--- config.mk ---
export PLATFORM = sky130hd
export DESIGN_NAME = varint_u32_stream_decoder
export DESIGN_NICKNAME = d
export VERILOG_FILES = /design/src/hdl/vud_pkg.sv /design/src/hdl/vud_step.sv /design/src/hdl/varint_u32_stream_decoder.sv
export SDC_FILE = /design/constraint.sdc
export NUM_CORES = 1
export LEC_CHECK = 0
export ABC_AREA = 1
export BUFFER_PORTS_ARGS = -buffer_cell sky130_fd_sc_hd__buf_4
export CORE_ASPECT_RATIO = 0.5
export CORE_MARGIN = 1.5
export CORE_UTILIZATION = 30
export CTS_BUF_LIST = sky130_fd_sc_hd__clkbuf_16
export CTS_CLUSTER_DIAMETER = 30
export DETAILED_ROUTE_END_ITERATION = 12
export PLACE_DENSITY = 0.51
export SYNTH_ARGS = -nofsm -noshare
export SYNTH_HDL_FRONTEND = slang
export SYNTH_SLANG_ARGS = --single-unit
--- constraint.sdc ---
create_clock -name clk -period 3.3 [get_ports clk]
set_clock_uncertainty 0.15 [all_clocks]
set_input_delay 0.165 -clock clk [delete_from_list [all_inputs] [get_ports clk]]
set_output_delay 0.165 -clock clk [all_outputs]
set_load 0.03 [all_outputs]
--- src/hdl/vud_pkg.sv ---
// Shared types and constants for the unsigned 32-bit varint stream decoder.
`default_nettype none

package vud_pkg;

    localparam int unsigned BYTE_W   = 8;
    localparam int unsigned VALUE_W  = 32;
    localparam int unsigned COUNT_W  = 3;
    localparam int unsigned PART_W   = 28;
    localparam int unsigned INDEX_W  = 3;
    localparam int unsigned DIGIT_W  = 7;

    localparam logic [INDEX_W-1:0] LAST_INDEX = 3'd4;
    localparam int unsigned        CONT_BIT   = 7;
    localparam logic [COUNT_W-1:0] MAX_COUNT  = 3'd5;

    typedef struct packed {
        logic                 done;
        logic [VALUE_W-1:0]   value;
        logic [COUNT_W-1:0]   count;
        logic [PART_W-1:0]    partial_next;
        logic [INDEX_W-1:0]   index_next;
    } step_result_t;

endpackage

`default_nettype wire

--- src/hdl/vud_step.sv ---
// Combinational decode of one stream byte against the partial value and byte index.
`default_nettype none

module vud_step (
    input  wire logic [vud_pkg::BYTE_W-1:0]  data_byte,
    input  wire logic [vud_pkg::PART_W-1:0]  partial,
    input  wire logic [vud_pkg::INDEX_W-1:0] index,
    output vud_pkg::step_result_t            result
);
    import vud_pkg::*;

    logic [PART_W-1:0] digit;
    logic [PART_W-1:0] shifted;
    logic [PART_W-1:0] acc;

    assign digit = {{(PART_W-DIGIT_W){1'b0}}, data_byte[DIGIT_W-1:0]};

    always_comb
    begin
        unique case (index)
            3'd0:    shifted = digit;
            3'd1:    shifted = digit << DIGIT_W;
            3'd2:    shifted = digit << (2*DIGIT_W);
            3'd3:    shifted = digit << (3*DIGIT_W);
            default: shifted = '0;
        endcase
    end

    assign acc = partial | shifted;

    always_comb
    begin
        result = '0;
        priority if (index >= LAST_INDEX)
        begin
            // fifth byte: keep only its low nibble, ignore continuation
            result.done         = 1'b1;
            result.value        = {data_byte[3:0], partial};
            result.count        = MAX_COUNT;
            result.partial_next = '0;
            result.index_next   = '0;
        end
        else if (data_byte[CONT_BIT])
        begin
            result.done         = 1'b0;
            result.value        = '0;
            result.count        = '0;
            result.partial_next = acc;
            result.index_next   = index + 3'd1;
        end
        else
        begin
            result.done         = 1'b1;
            result.value        = {{(VALUE_W-PART_W){1'b0}}, acc};
            result.count        = index + 3'd1;
            result.partial_next = '0;
            result.index_next   = '0;
        end
    end

endmodule

`default_nettype wire

--- src/hdl/varint_u32_stream_decoder.sv ---
// Top level of the unsigned 32-bit varint (LEB128-style) stream decoder.
//
// Input channel: one encoded byte per transaction on data_byte, taken when
// in_valid is high and in_stall is low. Bit 7 set means more bytes follow.
// Output channel: one transaction per finished value on decoded_value and
// byte_count (1 to 5), offered while out_valid is high and taken when
// out_stall is low. Bytes that continue a value produce no transaction.
// A value ends on the first byte with bit 7 clear, or always on the fifth.
// Throughput: one byte per cycle while in_stall is low. The byte lands in an
// input register, is decoded by one shift/OR/count step, and the result lands
// in the output register, from which it is offered on out_valid.
// When the receiver stalls, the output register holds; the input register
// still drains into the partial value for continuation bytes, and in_stall
// rises only when a held byte would need the occupied output register.
// Reset clears the partial value, the byte index and both valid flags, so
// decoding restarts at the start of a value.
`default_nettype none

module varint_u32_stream_decoder (
    input  wire logic                          clk,
    input  wire logic                          rst_n,
    input  wire logic                          in_valid,
    output logic                               in_stall,
    input  wire logic [vud_pkg::BYTE_W-1:0]    data_byte,
    output logic                               out_valid,
    input  wire logic                          out_stall,
    output logic [vud_pkg::VALUE_W-1:0]        decoded_value,
    output logic [vud_pkg::COUNT_W-1:0]        byte_count
);
    import vud_pkg::*;

    logic                in_valid_reg;
    logic [BYTE_W-1:0]   byte_reg;
    logic [PART_W-1:0]   partial_reg;
    logic [PART_W-1:0]   partial_next;
    logic [INDEX_W-1:0]  index_reg;
    logic [INDEX_W-1:0]  index_next;
    logic                out_valid_reg;
    logic                out_valid_next;
    logic [VALUE_W-1:0]  value_reg;
    logic [COUNT_W-1:0]  count_reg;

    step_result_t        step;
    logic                out_free;
    logic                blocked;
    logic                fire;

    vud_step u_step (
        .data_byte (byte_reg),
        .partial   (partial_reg),
        .index     (index_reg),
        .result    (step)
    );

    assign out_free = !out_valid_reg || !out_stall;
    // only a finishing byte needs the output register
    assign blocked  = in_valid_reg && step.done && !out_free;
    assign fire     = in_valid_reg && !blocked;
    assign in_stall = blocked;

    always_comb
    begin
        partial_next   = partial_reg;
        index_next     = index_reg;
        out_valid_next = out_valid_reg && out_stall;
        if (fire)
        begin
            partial_next = step.partial_next;
            index_next   = step.index_next;
            if (step.done)
            begin
                out_valid_next = 1'b1;
            end
        end
    end

    always_ff @(posedge clk or negedge rst_n)
    begin
        if (!rst_n)
        begin
            in_valid_reg  <= 1'b0;
            partial_reg   <= '0;
            index_reg     <= '0;
            out_valid_reg <= 1'b0;
        end
        else
        begin
            if (!blocked)
            begin
                in_valid_reg <= in_valid;
            end
            partial_reg   <= partial_next;
            index_reg     <= index_next;
            out_valid_reg <= out_valid_next;
        end
    end

    always_ff @(posedge clk)
    begin
        if (in_valid && !blocked)
        begin
            byte_reg <= data_byte;
        end
        if (fire && step.done)
        begin
            value_reg <= step.value;
            count_reg <= step.count;
        end
    end

    assign out_valid     = out_valid_reg;
    assign decoded_value = value_reg;
    assign byte_count    = count_reg;

endmodule

`default_nettype wire
==> out/results.ini, run 1 <==
[outcome]
outcome=complete, no violations

[global_routing]
grt_pass1_wl_um=12400
grt_max_degree=40
antenna_found_initial=0
overflow=0
grt.total_usage=0.144
grt_pass1_vias=2353

[routing]
vias_per_cell=4.66
routedWlPerCell_um=15.0
drt_iter0_markers=187
first_pass_iters=5
num_vias=2423
drc_errors=0
routed_wirelength_um=7780
ant_nets=0

[worst_hold_path]
hold_path_class=in2reg
hp-start=out_stall
hold-path-endpoint=out_valid
min_path_cells=3

[logic_synthesis]
ys_warn_count=0
synth_top_family_by_area=simple AND/OR/NAND/NOR gates
synth-seq-cells=76
avgSynthCellArea_um2=10.4
netlist_area_um2=3320
synth_compound_area_frac=0.0841
syn-instance-count=319
synth_cell_types=22
synth-simple-area-share=0.171
syn_nets=336
synthMuxAreaShare=0
synthXorXnorAreaFrac=0
synthAdderAreaFrac=0.0189
seq_area_frac_synth=0.638

[clock_tree]
clock_latency_ns=0.33
cts_tree=done
cts_max_level=3
cts_buffers=9
clockBufferDepth=2
ctsResizeCount=0
clkTransAtPathRegs_ns=0.06
cts_setup_buffers=0
cts.sinks=76
cts-root-buf=clkbuf_16

[timing]
hold_violations=0
grt_setup_unrepaired=no
tns_ns=0
fin_crit_ns=2.06
tightest_slew_ns=0.817
setup_viol=0
relSlewSlack=0.454
drv_slew=0
holdWs_ns=0.0302
fin_crit_sh=0.624
clock.fmax_mhz=486

[setup_path]
cp_num_buf_inv=3
path_delay_family=buffers and inverters
cp-end-kind=flip-flop
crit_fanout=39
cp.arrival_ns=1.93
r2r-end=decoded_value[1]
max_stage_delay_ns=0.58
cp_slowest_cell=dfrtp_1
r2r_slack_ns=1.24
start_kind=flip-flop
critPathKind=reg2reg
crit_chain=inv_6 > nand2_2 > nand3_2 > inv_1 > buf_12
r2r-start=index_reg[2]
reg2reg_depth=5
crit_cells=5
worstPathRequired_ns=3.18

[floorplan]
die_area_um2=11700
die_y_um=77.4
die_w_um=152
fp-row-count=26
start_util=0.317
core_um2=10500
ioPinCount=49

[place]
io_buffers=48
dp.final_hpwl_um=5100
gp_congestion=0.777
placed_cells=494

[cells_and_area]
syn_to_final_growth_pct=23.9
final_cells=520
antenna_cells=0
largest_reg_flops=32
drive_above_1_share=0.184
nNetsFinal=392

[power]
vdd_drop_max_uv=303
p_leak_nw=1.90
cellPowerDensity_nw_per_um2=766

[run]
cap_viol_max_count=0

==> worst min-delay path, cell delays in order <==
cell	delay, ns
buf_4	0.08
nand2_1	0.12
o21ai_0	0.11
==> area by class of cell <==
cell class	instances	area [µm²]
tap	140	175
multi-input combinational	185	907
fill	994	6360
inverter	42	163
timing repair buffer	61	495
clock inverter	7	27.5
sequential	76	2120
clock buffer	9	225
==> placed cells by master, fill, tap and decap left out, drive strengths merged <==
cell	Yosys	routed
nand4	7	7
inv	42	45
nor3b	1	1
o21bai	1	1
nor2	2	2
dlygate4sd3	0	10
clkbuf	1	9
dfrtp	33	33
ha	5	5
o21ai	3	3
edfxtp	43	43
clkinv	0	4
buf	15	51
nand2	87	87
a21oi	49	49
nand3	30	30
==> worst max path at each step <==
stage                 startpoint               end  slack, ns
floorplan              out_valid     byte_count[0]       1.09
finish              index_reg[2]  decoded_value[1]       1.24
detailed placement  index_reg[2]  decoded_value[5]       1.25
global placement    index_reg[2]  decoded_value[5]       1.36
CTS                 index_reg[2]  decoded_value[2]       1.25
global route        index_reg[2]  decoded_value[2]       1.15
==> power by group <==
group,internal [W],switching (W)
registers,0.00123,0.000100
logic,0.000316,0.000655
clock network,0.000491,0.000354
total,0.00204,0.00111
==> synth_stat cells <==
cell,n,area [µm²]
o21bai_4,1,18.8
nand3_2,4,40.0
nand2_2,1,6.26
clkbuf_1,1,3.75
buf_12,2,40.0
nor2_4,1,11.3
nor3b_1,1,7.51
inv_1,40,150
nand2_1,86,323
a21oi_1,49,245
dfrtp_1,33,826
nand3_1,26,130
o21ai_0,3,15.0
buf_6,1,11.3
ha_1,5,62.6
inv_2,1,3.75
buf_4,6,45.0
buf_2,6,30.0
nor2_1,1,3.75
edfxtp_1,43,1290
inv_6,1,8.76
nand4_1,7,43.8
==> cells by family (layout without fill, tap and decap cells) <==
logic type / after synthesis / after routing
flops: 76 / 76
buf+inv: 58 / 119
simple gates: 127 / 127
compound gates: 53 / 53
fa+ha+maj: 5 / 5
==> layer usage <==
metal  global-route usage  vias to the layer above  part of all wire
met4               0.0510                        0             0.018
met1                0.196                     1159              0.48
met2                0.216                       87              0.45
met3               0.0453                       12             0.058
li1                     -                     1165                 -
met5                    0                        -                 0
==> metrics by stage <==
stage | utilization | worst slack (ns) | cell area, µm² | total power (W)
4_1_cts | 0.392 | 1.25 | 4110 | 0.00318
3_5_place_dp | 0.359 | 1.25 | 3760 | 0.00231
3_3_place_gp | 0.359 | 1.36 | 3760 | 0.00228
5_1_grt | 0.392 | 1.15 | 4110 | 0.00335
2_1_floorplan | - | 1.09 | 3320 | 0.00207
6_report | 0.392 | 1.24 | 4110 | 0.00315
==> what timing repair did <==
action                     in CTS  in global routing
setup endpoints to repair       0                  0
hold endpoints to repair       42                  0
hold buffers                   10                  0
Power figures use the tool's default switching activity.
==> inputs of run 2 (changes only) <==
PLACE_DENSITY = 0.53   (was 0.51)
clock period = 1.8 ns   (was 3.3 ns; I/O delays follow)
==> run 2 against run 1 <==
Non-clock buffer count grew 5; flip-flop and latch count is the same; sequential power grew 83%; setup slack lost 1.1 ns; die area is the same; first-iteration DRC count is the same.
==> out/results.ini, run 2 (synthesis gave the netlist of run 1 again) <==
[outcome]
outcome=complete, no violations

[power]
cellPowerDensity_nw_per_um2=1460  ; +90%
total_power_w=0.00625  ; +98%
p_leak_nw=1.95  ; +2.9%
vdd_drop_max_uv=496  ; +64%

[floorplan]
ioPinCount=49  ; unchanged
die_y_um=77.4  ; unchanged
die_area_um2=11700  ; unchanged
start_util=0.317  ; unchanged
fp-row-count=26  ; unchanged
core_um2=10500  ; unchanged
die_w_um=152  ; unchanged

[cells_and_area]
mostFrequentLayoutCells=nand2_1, buf_4, a21oi_1
fin_area_um2=4290  ; +4.3%
antenna_cells=0  ; unchanged
largest_reg_flops=32  ; unchanged
fillerInstances=1026  ; +3.2%
layout_commonest_cell=nand2_1
nNetsFinal=398  ; +1.5%
drive_above_1_share=0.210  ; +0.0256
syn_to_final_growth_pct=29.2
final_cells=526  ; +1.2%

[global_routing]
grt_max_degree=34  ; -15%
grt-busiest-layer=met2
grtUsageMet3=0.0441  ; -0.00118
grt_pass1_vias=2276  ; -3.3%
grt_use_met1=0.206  ; +0.0103
antenna_found_initial=0  ; unchanged
grt.total_usage=0.147  ; +0.00280
grt_pass1_wl_um=12400  ; +0.11%
overflow=0  ; unchanged
use_met2=0.210  ; -0.00588

[timing]
tns_ns=0  ; unchanged
fin_crit_ns=1.66  ; -0.398 ns
fin_crit_sh=0.922  ; +0.299
hold_violations=0  ; unchanged
relSlewSlack=0.664  ; +0.211
setup_viol=0  ; unchanged
drv_slew=0  ; unchanged
clock.fmax_mhz=602  ; +24%
tightest_slew_ns=0.502  ; -0.315 ns
grt_setup_unrepaired=no

[routing]
first_pass_iters=4  ; -1
num_vias=2358  ; -2.7%
drt_iter0_markers=187  ; unchanged
ant_nets=0  ; unchanged
routed_wirelength_um=7780  ; about the same
drc_errors=0  ; unchanged
routedWlPerCell_um=14.8  ; -1.1%
vias_per_cell=4.48  ; -3.8%

[setup_path]
crit_fanout=10  ; -74%
worstPathRequired_ns=1.66  ; -1.52 ns
cp-end-kind=flip-flop
critPathKind=reg2reg
cp.arrival_ns=1.52  ; -0.41 ns
start_kind=flip-flop
reg2reg_depth=5  ; unchanged

[clock_tree]
cts.sinks=76  ; unchanged
cts_tree=done
clockBufferDepth=2  ; unchanged
cts-root-buf=clkbuf_16
clkTransAtPathRegs_ns=0.05  ; about the same
cts_setup_buffers=0  ; unchanged
cts_buffers=9  ; unchanged
clock_latency_ns=0.34  ; about the same
cts_max_level=3  ; unchanged

[run]
cap_viol_max_count=0  ; unchanged

[place]
place_area_um2=3820  ; +1.8%
gp_congestion=0.765  ; -1.5%
placed_cells=498  ; +0.81%
dp.final_hpwl_um=4690  ; -8.0%
io_buffers=48  ; unchanged

[worst_hold_path]
hold_path_class=in2async

## run 2: where the power goes
group	total (W)	internal, W	switching, W
clock	0.00195	0.00128	0.000671
combinational	0.00185	0.000637	0.00122
sequential	0.00244	0.00226	0.000180
total	0.00625	0.00418	0.00207
## run 2: metal layers
metal | vias to the layer above | wire (µm)
met5 | - | 0
met4 | 0 | 130
met3 | 12 | 485
met2 | 51 | 3390
met1 | 1116 | 3770
li1 | 1179 | -
## run 2: layout make-up
cell class,count,area (µm²),share of cell area
sequential,76,2120,0.494
clock buffer,10,250,0.0584
timing repair buffer,66,552,0.129
clock inverter,6,75.1,0.0175
multi-input combinational,186,948,0.221
tap,140,175,0.0409
inverter,42,166,0.0388
## run 2: worst max-delay path: stages, from the launching register on
cell	delay [ns]
dfrtp_1	0.50
inv_6	0.15
nand2_4	0.07
nand3_1	0.12
nand2_1	0.08
inv_1	0.25
## run 2: worst paths after layout
check	endpoint	startpoint	slack, ns
min in group clk	partial_reg[21]	partial_reg[21]	0.32
max	byte_reg[7]	index_reg[2]	0.14
max in group asynchronous	out_valid	rst_n	1.06
min reg2reg	partial_reg[21]	partial_reg[21]	0.32
max reg2reg	byte_reg[7]	index_reg[2]	0.14
min	partial_reg[1]	rst_n	0.10
## run 2: what timing repair did
action                                  4_1_cts  5_1_grt
hold endpoints to repair                     43        0
gates resized for setup                       0        3
endpoints found under the setup margin        1       14
cloned                                        1        0
hold buffers                                 11        0
pin swaps                                     1        0
## run 2: per-stage QoR
stage / utilization / setup WS, ns / hold slack [ns]
after floorplan: - / -0.0218 / -0.356
after detailed placement: 0.365 / 0.0370 / -0.0704
after global routing: 0.409 / 0.0339 / 0.133
after CTS: 0.408 / 0.0909 / 0.102
final: 0.409 / 0.140 / 0.102
after global placement: 0.365 / 0.109 / -0.0651
==> inputs of run 3 (changes only) <==
CORE_UTILIZATION = 51   (was 30)
PLACE_DENSITY = 0.79   (was 0.53)
==> run 3 against run 2 <==
Non-clock buffer count up 2; largest cell class unchanged; utilization rose by 27 points; sequential power barely moved; via count grew 4.8%; wire length down 7.2%; hold slack improved by 0.028 ns; die area shrank 40%; setup slack got worse by 0.014 ns; sequential share of layout area grew 1.0 points; critical path depth stayed put; flip-flop and latch count is the same; maximum frequency is 0.84% lower.
==> out/results.ini, run 3 (synthesis gave the netlist of run 1 again) <==
[outcome]
outcome=complete, no violations

[routing]
drc_errors=0  ; unchanged
routedWlPerCell_um=15.2  ; +2.7%
num_vias=2471  ; +4.8%
drt_iter0_markers=208  ; +11%
first_pass_iters=5  ; +1
vias_per_cell=5.20  ; +16%
ant_nets=0  ; unchanged
routed_wirelength_um=7210  ; -7.2%

[global_routing]
grt_pass1_vias=2324  ; +2.1%
overflow=0  ; unchanged
grt_max_degree=34  ; unchanged
grt_pass1_wl_um=11600  ; -6.3%
grt.total_usage=0.234  ; +0.0869
antenna_found_initial=0  ; unchanged

[cells_and_area]
antenna_cells=0  ; unchanged
drive_above_1_share=0.214  ; +0.00463
syn_to_final_growth_pct=26.6
nNetsFinal=399  ; +0.25%
mostFrequentLayoutCells=nand2_1, buf_4, a21oi_1
layout_commonest_cell=nand2_1
final_cells=475  ; -9.7%
largest_reg_flops=32  ; unchanged

[place]
io_buffers=48  ; unchanged
gp_congestion=0.857  ; +12%
placed_cells=448  ; -10%
dp.final_hpwl_um=4620  ; -1.5%

[power]
p_seq_frac=0.397  ; +0.006
p_sw_w=0.00207  ; -0.13%
clkPwrFrac=0.302  ; -0.010
vdd_drop_max_uv=575  ; +16%
cellPowerDensity_nw_per_um2=1470  ; +0.71%
p_leak_nw=1.94  ; -0.40%
combPwrFrac=0.302  ; +0.005
swShare=0.335  ; +0.00408
p_int_w=0.00409  ; -2.0%
total_power_w=0.00616  ; -1.3%

[setup_path]
crit_fanout=8  ; -2
start_kind=flip-flop
cp-end-kind=output pin
r2r_slack_ns=0.16  ; +0.02 ns
critPathKind=reg2out
reg2reg_depth=5  ; unchanged
worstPathRequired_ns=1.56  ; -0.10 ns
cp.arrival_ns=1.43  ; -0.09 ns

[timing]
relSlewSlack=0.694  ; +0.0293
tightest_slew_ns=0.459  ; -0.0427 ns
hold_violations=0  ; unchanged
fin_crit_ns=1.67  ; +0.0140 ns
holdWs_ns=0.130  ; +0.0284 ns
fin_crit_sh=0.930  ; +0.00780
setup_viol=0  ; unchanged
drv_slew=0  ; unchanged
tns_ns=0  ; unchanged
clock.fmax_mhz=597  ; -0.84%
grt_setup_unrepaired=no

[floorplan]
core_um2=6180  ; -41%
die_w_um=117  ; -23%
die_y_um=60.0  ; -22%
ioPinCount=49  ; unchanged
die_area_um2=7030  ; -40%
start_util=0.537  ; +0.220
fp-row-count=20  ; -23%

[clock_tree]
cts.sinks=76  ; unchanged
clkTransAtPathRegs_ns=0.06  ; about the same
clock_latency_ns=0.34  ; about the same
cts_max_level=3  ; unchanged
cts_setup_buffers=0  ; unchanged
clockBufferDepth=2  ; unchanged
cts_buffers=9  ; unchanged
cts-root-buf=clkbuf_16
cts_tree=done

[worst_hold_path]
hold_path_class=in2async

[run]
cap_viol_max_count=0  ; unchanged

run 3: routing by layer:
metal | wire (µm) | track usage | share of wire | vias to the layer above
met4 | 92 | 0.0568 | 0.013 | 0
met1 | 3210 | 0.313 | 0.44 | 1164
li1 | - | - | - | 1178
met2 | 3310 | 0.368 | 0.46 | 119
met5 | 0 | 0 | 0 | -
met3 | 599 | 0.0882 | 0.083 | 10
run 3: repair_timing:
item	in CTS	in global routing
resized for setup	0	2
endpoints found under the hold margin	43	0
setup endpoints to repair	0	7
hold buffers	11	0
run 3: final timing paths:
check,from,end
max,index_reg[2],in_stall
min,rst_n,partial_reg[13]
max reg2reg,index_reg[2],decoded_value[25]
min reg2reg,partial_reg[22],partial_reg[22]
max in group asynchronous,rst_n,out_valid
min in group clk,partial_reg[22],partial_reg[22]
run 3: metrics by stage:
step / area [µm²] / utilization / setup slack, ns
final: 4200 / 0.679 / 0.126
after global routing: 4200 / 0.679 / 0.0190
after CTS: 4190 / 0.678 / 0.0936
after detailed placement: 3770 / 0.611 / 0.124
after global placement: 3770 / 0.611 / 0.243
after floorplan: 3350 / - / -0.0218
run 3: cell type report:
type,instances,area (µm²)
well taps,88,110
clock inverters,7,82.6
inverters,42,166
flip-flops and latches,76,2120
fillers,448,1980
clock buffers,9,225
multi-input cells,185,932
repair buffers,68,563
run 3: critical path: stages (launching register included):
cell and delay, ns:
dfrtp_1 0.59, inv_6 0.07, nand2_4 0.09, nand3_1 0.11, inv_1 0.09, buf_4 0.15
run 3: power by group through the flow:
stage,Combinational [W],Sequential (W),Clock [W]
2_1_floorplan,0.00113,0.00267,0
3_3_place_gp,0.00174,0.00245,0
3_5_place_dp,0.00180,0.00247,0
4_1_cts,0.00185,0.00244,0.00189
5_1_grt,0.00207,0.00248,0.00196
6_report,0.00186,0.00244,0.00186
